==> config.mk <==
export PLATFORM = sky130hd
export DESIGN_NAME = sensor_threshold_event_detector_unit
export DESIGN_NICKNAME = d
export VERILOG_FILES = /design/src/hw/rtl/sted_pkg.sv /design/src/hw/rtl/sted_ram.sv /design/src/hw/rtl/sted_slot_update.sv /design/src/hw/rtl/sensor_threshold_event_detector_unit.sv
export SDC_FILE = /design/constraint.sdc
export NUM_CORES = 2
export LEC_CHECK = 0
export BUFFER_PORTS_ARGS = -buffer_cell sky130_fd_sc_hd__buf_4
export CAP_MARGIN = 20
export CORE_ASPECT_RATIO = 0.5
export CORE_MARGIN = 1
export CORE_UTILIZATION = 40
export CTS_BUF_LIST = sky130_fd_sc_hd__clkbuf_4 sky130_fd_sc_hd__clkbuf_8
export DETAILED_ROUTE_END_ITERATION = 8
export MAX_ROUTING_LAYER = met4
export PLACE_DENSITY = 0.58
export SLEW_MARGIN = 15
export SYNTH_ARGS = -nofsm -noshare
export SYNTH_HDL_FRONTEND = slang
export SYNTH_SLANG_ARGS = --single-unit
==> constraint.sdc <==
create_clock -name aclk -period 20.3 [get_ports aclk]
set_input_delay 4.06 -clock aclk [delete_from_list [all_inputs] [get_ports aclk]]
set_output_delay 4.06 -clock aclk [all_outputs]
set_load 0.05 [all_outputs]
==> src/hw/rtl/sted_pkg.sv <==
// Package for the sensor threshold event detector: item, slot entry and result
// types, action/kind/event codes and slot table constants. No dependencies.
package sted_pkg;

    localparam int SLOTS          = 16;
    localparam int SLOT_AW        = (SLOTS > 1) ? $clog2(SLOTS) : 1;
    localparam int DEFAULT_PERIOD = 30;
    localparam int MS_PER_SEC     = 1000;
    localparam int LIMIT_W        = 26;

    localparam logic [1:0] ACT_REGISTER  = 2'd0;
    localparam logic [1:0] ACT_CONFIGURE = 2'd1;
    localparam logic [1:0] ACT_SAMPLE    = 2'd2;

    localparam logic [1:0] KIND_NONE = 2'd0;
    localparam logic [1:0] KIND_BOOL = 2'd1;
    localparam logic [1:0] KIND_INT  = 2'd2;

    localparam int EV_CHANGE   = 0;
    localparam int EV_LOWER    = 1;
    localparam int EV_UPPER    = 2;
    localparam int EV_PERIODIC = 3;

    localparam logic STATUS_OK  = 1'b0;
    localparam logic STATUS_ERR = 1'b1;

    typedef enum logic {
        ST_IDLE,
        ST_EXEC
    } state_t;

    typedef struct packed {
        logic [1:0]         action;
        logic [3:0]         slot;
        logic [1:0]         kind;
        logic signed [31:0] value;
        logic [3:0]         event_mask;
        logic [15:0]        period_sec;
        logic signed [31:0] low_thresh;
        logic signed [31:0] high_thresh;
        logic [31:0]        now_ms;
    } item_t;

    typedef struct packed {
        logic [1:0]         kind;
        logic [3:0]         mask;
        logic [15:0]        period;
        logic signed [31:0] lower;
        logic signed [31:0] upper;
        logic signed [31:0] last_value;
        logic               below_latch;
        logic               above_latch;
        logic [31:0]        last_report_ms;
    } entry_t;

    localparam int ENTRY_W = $bits(entry_t);

    typedef struct packed {
        logic [3:0] out_slot;
        logic [3:0] fired_events;
        logic       report;
        logic       status;
    } result_t;

endpackage

==> src/hw/rtl/sted_ram.sv <==
// Generic single-port-write, single-port-read RAM with registered read data.
// No dependencies.
module sted_ram #(
    parameter int WIDTH = 8,
    parameter int DEPTH = 16
) (
    input  logic                                   aclk,
    input  logic                                   we,
    input  logic [((DEPTH > 1) ? $clog2(DEPTH) : 1)-1:0] waddr,
    input  logic [WIDTH-1:0]                       wdata,
    input  logic [((DEPTH > 1) ? $clog2(DEPTH) : 1)-1:0] raddr,
    output logic [WIDTH-1:0]                       rdata
);

    logic [WIDTH-1:0] mem [DEPTH];

    always_ff @(posedge aclk) begin
        if (we) begin
            mem[waddr] <= wdata;
        end
        rdata <= mem[raddr];
    end

endmodule

==> src/hw/rtl/sted_slot_update.sv <==
// Slot read-modify-write datapath: register, configure and sample actions.
// Depends on sted_pkg.
module sted_slot_update (
    input  sted_pkg::item_t   item_i,
    input  sted_pkg::entry_t  entry_i,
    output sted_pkg::entry_t  entry_o,
    output logic              we_o,
    output sted_pkg::result_t res_o
);
    import sted_pkg::*;

    logic               in_range;
    logic               registered;
    logic [3:0]         ev;
    logic               ok;
    logic [31:0]        elapsed;
    logic [LIMIT_W-1:0] limit;

    always_comb begin
        in_range   = (32'(item_i.slot) < 32'(SLOTS));
        registered = in_range && (entry_i.kind != KIND_NONE);
        elapsed    = item_i.now_ms - entry_i.last_report_ms;
        limit      = LIMIT_W'(entry_i.period) * LIMIT_W'(MS_PER_SEC);
        entry_o    = entry_i;
        ev         = '0;
        ok         = 1'b0;

        case (item_i.action)
            ACT_REGISTER: begin
                if (in_range && (item_i.kind == KIND_BOOL || item_i.kind == KIND_INT)) begin
                    ok                     = 1'b1;
                    entry_o.kind           = item_i.kind;
                    entry_o.mask           = 4'(1 << EV_PERIODIC);
                    entry_o.period         = 16'(DEFAULT_PERIOD);
                    entry_o.lower          = '0;
                    entry_o.upper          = '0;
                    entry_o.last_value     = '0;
                    entry_o.below_latch    = 1'b0;
                    entry_o.above_latch    = 1'b0;
                    entry_o.last_report_ms = item_i.now_ms;
                end
            end
            ACT_CONFIGURE: begin
                if (registered) begin
                    ok             = 1'b1;
                    entry_o.mask   = item_i.event_mask;
                    entry_o.period = item_i.period_sec;
                    entry_o.lower  = item_i.low_thresh;
                    entry_o.upper  = item_i.high_thresh;
                end
            end
            ACT_SAMPLE: begin
                if (registered) begin
                    ok = 1'b1;
                    if (entry_i.kind == KIND_BOOL) begin
                        if (32'(item_i.value[0]) != entry_i.last_value) begin
                            ev[EV_CHANGE]      = 1'b1;
                            entry_o.last_value = 32'(item_i.value[0]);
                        end
                    end else begin
                        if (item_i.value < entry_i.lower && !entry_i.below_latch) begin
                            ev[EV_LOWER]        = 1'b1;
                            entry_o.above_latch = 1'b0;
                            entry_o.below_latch = 1'b1;
                        end else if (item_i.value > entry_i.upper && !entry_i.above_latch) begin
                            ev[EV_UPPER]        = 1'b1;
                            entry_o.above_latch = 1'b1;
                            entry_o.below_latch = 1'b0;
                        end else begin
                            if (item_i.value < entry_i.upper) begin
                                entry_o.above_latch = 1'b0;
                            end
                            if (item_i.value > entry_i.lower) begin
                                entry_o.below_latch = 1'b0;
                            end
                        end
                        if (item_i.value != entry_i.last_value) begin
                            ev[EV_CHANGE] = 1'b1;
                        end
                        entry_o.last_value = item_i.value;
                    end
                    if (elapsed > 32'(limit)) begin
                        entry_o.last_report_ms = item_i.now_ms;
                        ev[EV_PERIODIC]        = 1'b1;
                    end
                end
            end
            default: begin
                ok = 1'b0;
            end
        endcase

        we_o               = ok;
        res_o.out_slot     = item_i.slot;
        res_o.fired_events = ev & entry_i.mask;
        res_o.report       = |(ev & entry_i.mask);
        res_o.status       = ok ? STATUS_OK : STATUS_ERR;
    end

endmodule

==> src/hw/rtl/sensor_threshold_event_detector_unit.sv <==
// Top level of the sensor threshold event detector: slot table RAM, valid bits,
// control FSM and result register. Depends on sted_pkg, sted_ram, sted_slot_update.
//
//  channel | ports                                   | direction
//  --------+-----------------------------------------+----------
//  input   | s_valid s_ready s_action .. s_now_ms    | in
//  result  | m_valid m_ready m_out_slot .. m_status  | out
//
// Each item is read from the slot table RAM in ST_IDLE, then updated, written
// back and loaded into the result register in ST_EXEC.
// The result register frees the update stage once an item is taken downstream;
// a stalled result holds the update stage until m_ready.
// Reset (aresetn, synchronous) clears the FSM, the result valid and the slot
// valid bits; an unwritten slot reads as all zero.
module sensor_threshold_event_detector_unit (
    input  logic        aclk,
    input  logic        aresetn,
    input  logic        s_valid,
    output logic        s_ready,
    input  logic [1:0]  s_action,
    input  logic [3:0]  s_slot,
    input  logic [1:0]  s_kind,
    input  logic signed [31:0] s_value,
    input  logic [3:0]  s_event_mask,
    input  logic [15:0] s_period_sec,
    input  logic signed [31:0] s_low_thresh,
    input  logic signed [31:0] s_high_thresh,
    input  logic [31:0] s_now_ms,
    output logic        m_valid,
    input  logic        m_ready,
    output logic [3:0]  m_out_slot,
    output logic [3:0]  m_fired_events,
    output logic        m_report,
    output logic        m_status
);
    import sted_pkg::*;

    state_t             state_reg, state_next;
    item_t              item_reg;
    logic [SLOTS-1:0]   valid_reg;
    logic               hit_reg;
    logic               m_valid_reg, m_valid_next;
    result_t            result_reg;

    logic               exec_done;
    logic               accept;
    logic [SLOT_AW-1:0] ram_raddr;
    logic [SLOT_AW-1:0] slot_addr;
    logic [ENTRY_W-1:0] ram_rdata;
    entry_t             entry_rd;
    entry_t             entry_wr;
    logic               upd_we;
    logic               ram_we;
    result_t            upd_res;

    assign slot_addr = item_reg.slot[SLOT_AW-1:0];
    assign accept    = s_valid && s_ready;

    always_comb begin
        state_next = state_reg;
        case (state_reg)
            ST_IDLE: begin
                if (s_valid) begin
                    state_next = ST_EXEC;
                end
            end
            ST_EXEC: begin
                if (!m_valid_reg || m_ready) begin
                    state_next = ST_IDLE;
                end
            end
            default: begin
                state_next = ST_IDLE;
            end
        endcase
    end

    always_comb begin
        s_ready   = 1'b0;
        exec_done = 1'b0;
        ram_raddr = slot_addr;
        case (state_reg)
            ST_IDLE: begin
                s_ready   = 1'b1;
                ram_raddr = s_slot[SLOT_AW-1:0];
            end
            ST_EXEC: begin
                exec_done = !m_valid_reg || m_ready;
            end
            default: begin
                s_ready = 1'b0;
            end
        endcase
    end

    always_comb begin
        m_valid_next = m_valid_reg;
        if (exec_done) begin
            m_valid_next = 1'b1;
        end else if (m_ready) begin
            m_valid_next = 1'b0;
        end
    end

    always_ff @(posedge aclk) begin
        if (!aresetn) begin
            state_reg   <= ST_IDLE;
            m_valid_reg <= 1'b0;
            valid_reg   <= '0;
        end else begin
            state_reg   <= state_next;
            m_valid_reg <= m_valid_next;
            if (ram_we) begin
                valid_reg[slot_addr] <= 1'b1;
            end
        end
    end

    always_ff @(posedge aclk) begin
        if (accept) begin
            item_reg.action      <= s_action;
            item_reg.slot        <= s_slot;
            item_reg.kind        <= s_kind;
            item_reg.value       <= s_value;
            item_reg.event_mask  <= s_event_mask;
            item_reg.period_sec  <= s_period_sec;
            item_reg.low_thresh  <= s_low_thresh;
            item_reg.high_thresh <= s_high_thresh;
            item_reg.now_ms      <= s_now_ms;
            hit_reg              <= valid_reg[s_slot[SLOT_AW-1:0]];
        end
        if (exec_done) begin
            result_reg <= upd_res;
        end
    end

    sted_ram #(
        .WIDTH (ENTRY_W),
        .DEPTH (SLOTS)
    ) u_slot_ram (
        .aclk  (aclk),
        .we    (ram_we),
        .waddr (slot_addr),
        .wdata (entry_wr),
        .raddr (ram_raddr),
        .rdata (ram_rdata)
    );

    assign entry_rd = hit_reg ? entry_t'(ram_rdata) : '0;

    sted_slot_update u_update (
        .item_i  (item_reg),
        .entry_i (entry_rd),
        .entry_o (entry_wr),
        .we_o    (upd_we),
        .res_o   (upd_res)
    );

    assign ram_we = exec_done && upd_we;

    assign m_valid        = m_valid_reg;
    assign m_out_slot     = result_reg.out_slot;
    assign m_fired_events = result_reg.fired_events;
    assign m_report       = result_reg.report;
    assign m_status       = result_reg.status;

    a_we_in_exec: assert property (@(posedge aclk) disable iff (!aresetn)
        ram_we |-> (state_reg == ST_EXEC))
        else $error("slot table written outside update cycle");

    a_accept_to_exec: assert property (@(posedge aclk) disable iff (!aresetn)
        accept |=> (state_reg == ST_EXEC))
        else $error("accepted item did not enter update");

    a_result_from_exec: assert property (@(posedge aclk) disable iff (!aresetn)
        (exec_done) |=> (m_valid_reg && state_reg == ST_IDLE))
        else $error("finished update did not produce a result");

    a_report_matches: assert property (@(posedge aclk) disable iff (!aresetn)
        (m_valid_reg && m_status == STATUS_ERR) |-> (m_fired_events == '0 && !m_report))
        else $error("error result carries events");

endmodule
Word-level counts from Yosys, hierarchy flattened
Memory sizes are Yosys's and may differ from the RTL's. A register that Yosys moved wholly into a read port is not among the register bits.
Cells that the tools add are included.
{ "totals": {"output_inout_bits": 12, "wordCells": 96, "mem_count": 1, "ramBits": 2432, "register_bits": 185, "inputBits": 160} }
{ "op_classes": {"order_cmp": 8, "eq_ne": 7, "n_mux": 43, "n_reduce_logical": 15, "addsub": 1, "multipliers": 1, "n_bitwise": 3} }
{ "mem_list": {"columns": ["memory", "depth", "width", "rd", "rd_ports_with_merged_regs", "wr", "line", "rtl"], "rows": [
  ["u_slot_ram.mem", 16, 152, 1, 1, 1, "sted_ram.sv:15", "logic [WIDTH-1:0] mem [DEPTH];"]
]} }
{ "ops": {"columns": ["operator", "count"], "rows": [
  ["$mux W152", 2],
  ["$pmux W84 S2", 1],
  ["$pmux W66 S2", 1],
  ["$mux W32", 3],
  ["$mux W84", 1],
  ["$mux W66", 1],
  ["$gt A32 B32 Y1", 2],
  ["$lt A32 B32 Y1", 2],
  ["$gt A32 B26 Y1", 1],
  ["$ne A1 B32 Y1", 1],
  ["$ne A32 B32 Y1", 1],
  ["$sub A32 B32 Y32", 1],
  ["$mul A16 B7 Y23 const B", 1],
  ["$mux W1", 22],
  ["$or A16 B16 Y16", 1],
  ["$mux W4", 3],
  ["$lt A4 B5 Y1 const B", 2],
  ["$mux W2", 5],
  ["$eq A2 B1 Y1 const B", 3],
  ["$logic_and A1 B1 Y1", 5],
  ["$and A4 B4 Y4", 1],
  ["$bmux W1 S4", 1],
  ["$demux W1 S4", 1],
  ["$eq A2 B2 Y1 const B", 2],
  ["other kinds (9)", 14]
]} }

Depth between registers and ports, before layout
{ "logic_depth": {"depth_word": 10, "ltp_mapped": 35, "depth_no_buf": 28} }

By module
From an unflattened synthesis, not the netlist that was laid out.
{ "hier_totals": {"cells_unflattened": 5637, "hier_area_um2": 110627.4} }
{ "modules_own_cells": {"columns": ["mod", "area_each_um2", "seq_area_each_um2", "cells_per_inst", "n_inst"], "rows": [
  ["sted_ram", 94464.3, 76073.0, 3972, 1],
  ["sted_slot_update", 9241.4, 0.0, 1246, 1],
  ["sensor_threshold_event_detector_unit", 6921.6, 5375.2, 419, 1]
]} }

Worst setup path before layout
OpenSTA, ideal clock, no wires.
{ "synth_timing": {"path_kind": "input port to flip-flop", "startpoint": "in m_ready", "endpoint": "mem u_slot_ram.mem[0][0] (netlist name) (enable)", "path_stages": 5, "t_arrival_ns": 14.911, "setup_ns": 0.852, "required_time_ns": 19.448, "path_buffers": 0, "slack_ns": 4.538, "cell_sequence": "nand2b_1 nand2_1 nor3_1 nand2b_1 nor3_1"} }
{ "synth_via": {"elab_chain_cells": 5} }
{ "synth_rtl": {"columns": ["element", "line", "rtl"], "rows": [
  ["from (decl)", "sensor_threshold_event_detector_unit.sv:30", "input logic m_ready,"],
  ["$logic_or A1 B1 Y1", "sensor_threshold_event_detector_unit.sv:88", "exec_done = !m_valid_reg || m_ready;"],
  ["$mux W1", "sensor_threshold_event_detector_unit.sv:82", "case (state_reg)"],
  ["$logic_and A1 B1 Y1", "sensor_threshold_event_detector_unit.sv:159", "assign ram_we = exec_done && upd_we;"],
  ["$mux W1", "sted_ram.sv:18", "if (we) begin"],
  ["$mux W1 (implied by the code)", "sted_ram.sv:19", "mem[waddr] <= wdata;"],
  ["to (decl)", "sted_ram.sv:15", null]
]} }
No other way between the ends.

==> results.toml <==
[outcome]
outcome = "complete, no violations"

[clock_tree]
numCtsBuffers = 409
cts-root-buf = "clkbuf_8"
hold_buffers = 0
htree_levels = 5
cts.clk_slew.worst_paths_ns = 0.07
tritoncts = "yes"
cts_sinks = 2769
post_cts_buffers = 0
cts_resized = 0
cts_max_path_buffers = 4
clk-insertion-delay-late_ns = 1.01

[layout]
fill_cells = 23700
nets = 6951
areaGrowthSynthToFinish_pct = 13.2
final_layout_size_suffix_gt1_frac = 0.240
largest_reg_flops = 2432

[timing]
timing.final.crit_period_ns = 9.19
hold_viol_final = 0
rsz0062_at_grt = "false"
setup_violations = 0
period_share = 0.453
worst_clock_skew_ns = 0.0740
fmax_mhz = 109
relSlewSlack = 0.245
tns_ns = 0
max_slew.worst_pin.slew_ns = 1.13
worst_slack_ns = 11.11
maxSlewViolCount = 0

[floorplanning]
die_w_um = 749
die_area_um2 = 281000
initial_core_util = 0.404
placementRows = 136
core_area_um2 = 276000
io_pins = 172
die_h_um = 375

[logic_synthesis]
synth_common_cells = "edfxtp_1, nand2_1, mux4_2, and3_1, clkbuf_1"
ys_warn_count = 0
synth_top_cell_by_area = "edfxtp_1"
synth_nets = 6593
async_reset_ff_frac = 0
synthCells = 6218
synth.cell_area_um2 = 111000
ys_seq_elements = 2769
ys_types = 74
synthTopCellsByArea = "edfxtp_1, mux4_2, dfxtp_1, nand2_1, ha_1"
synth_edf_count = 2599
synth_top_cell_area_share = 0.700
syn_avg_cell_area_um2 = 17.9
ys.flop_type = "edfxtp_1"
ys_seq_area_frac = 0.731
synth_most_common_cell = "edfxtp_1"

[critical_path]
crit_required_ns = 20.94
rrSetupSlack_ns = 11.11
critPathKind = "reg2reg"
cp_data_arrival_time_ns = 9.83
start_kind = "flip-flop"
critPathMaxFanout = 64
cp-end-kind = "flip-flop"

[pwr]
worst_ir_drop_vdd_mv = 0.0540
p_sw_frac = 0.252
clock_power_share = 0.367
switchingPower_mw = 3.25
leakagePower_nw = 42.7
power_density_nw_per_um2 = 102
p_seq_frac = 0.508
internal_power_mw = 9.65
share_comb_of_total_power = 0.125

[placement]
hpwl_mm = 158
pre_cts_ws_ns = 11.15
io_buffers = 171
gp_congestion = 0.856

[detailed_routing]
drt-initial-drc-count = 6126
via_per_inst = 5.66
drtPass1Iterations = 6
drc = 0
wl_mm = 302
wl_per_cell_um = 28.4
vias = 60200
final_antenna_net_count = 0

[global_routing]
grt_start_max_net_pins = 137
grt_pass1_wl_mm = 432
grt_pass1_vias = 60100
grt-ovfl-total = 0
antenna_found_initial = 4
grt_usage = 0.217

[min_path]
min-delay-path-class = "reg2reg"

[job]
maxCapViolCount = 0
critical path, stage by stage (launching register included):
cell and delay, ns:
edfxtp_1 0.55, buf_4 0.74, nand2_1 0.42, inv_1 0.25, ha_1 0.26, inv_1 0.07
fa_1 0.43, fa_1 0.49, fa_1 0.51, inv_1 0.04, ha_1 0.32, a21o_1 0.17
a21oi_1 0.27, o21ai_0 0.14, a41oi_1 0.29, a21oi_1 0.15, a41o_1 0.29, o41ai_1 0.33
xnor2_1 0.15, ha_1 0.34, nand4_1 0.09, nor4_1 0.29, a21oi_1 0.12, a21oi_1 0.21
o211ai_1 0.18, or3_2 1.00, a221o_1 0.71
cells in the final DEF, fill, tap and decap left out, drive strengths merged, types with 47 or more instances in the layout:
cell type / count
a21oi: 80
a32o: 68
nor2: 81
inv: 136
a31oi: 160
clkbuf: 655
mux4: 589
buf: 296
edfxtp: 2599
and3: 224
clkinv: 79
nand2: 892
nand3: 57
ha: 168
dfxtp: 170
fa: 47
o21ai: 114
routing by layer:
metal,vias to the layer above,global-route usage,part of all wire
met5,-,-,0
met4,0,0.0579,0.025
met3,445,0.0262,0.059
met2,2099,0.345,0.48
met1,32200,0.300,0.44
li1,25500,-,-
cells by family after synthesis:
group	share of synthesized area
AO/OA/AOI/OAI	0.0426
XOR/XNOR	0.00526
adder cells (fa/ha/maj)	0.0273
buffers and inverters	0.0168
flip-flops	0.731
multiplexers	0.120
AND/OR/NAND/NOR	0.0570
power groups by stage:
stage               logic, mW  clock network [mW]  registers [mW]
detailed placement       1.62                   0            6.67
CTS                      1.63                4.82            6.55
finish                   1.61                4.74            6.55
global placement         1.61                   0            6.67
floorplan                1.14                   0            6.62
global route             1.79                5.06            6.55
through the flow:
step                utilization  cell area (um^2)  cells  total power, mW  hold WS (ns)
global placement          0.426            118000   9889             8.28         0.444
detailed placement        0.426            118000   9889             8.29         0.452
finish                    0.457            126000  10700             12.9         0.466
CTS                       0.457            126000  10600             13.0         0.468
floorplan                     -            111000   6218             7.76         0.424
global route              0.457            126000  10700             13.4         0.486
worst paths after layout:
check	from	endpoint	cells past startpoint
hold reg to reg	valid_reg[15]	valid_reg[15]	1
setup / recovery	hit_reg	u_slot_ram.mem[1][3]	26
setup reg to reg	hit_reg	u_slot_ram.mem[1][3]	26
hold / removal	valid_reg[15]	valid_reg[15]	1
cell type report:
type | count | area (um^2) | area share
Multi-Input combinational cell | 2967 | 28400 | 0.225
Clock inverter | 104 | 726 | 0.00575
Sequential cell | 2769 | 81400 | 0.645
Timing Repair Buffer | 296 | 2490 | 0.0198
Tap cell | 3726 | 4660 | 0.0369
Clock buffer | 655 | 7930 | 0.0628
Antenna cell | 4 | 10.0 | 0.0000793
Inverter | 133 | 499 | 0.00396
Note: power is estimated with default switching activity, not from simulation.
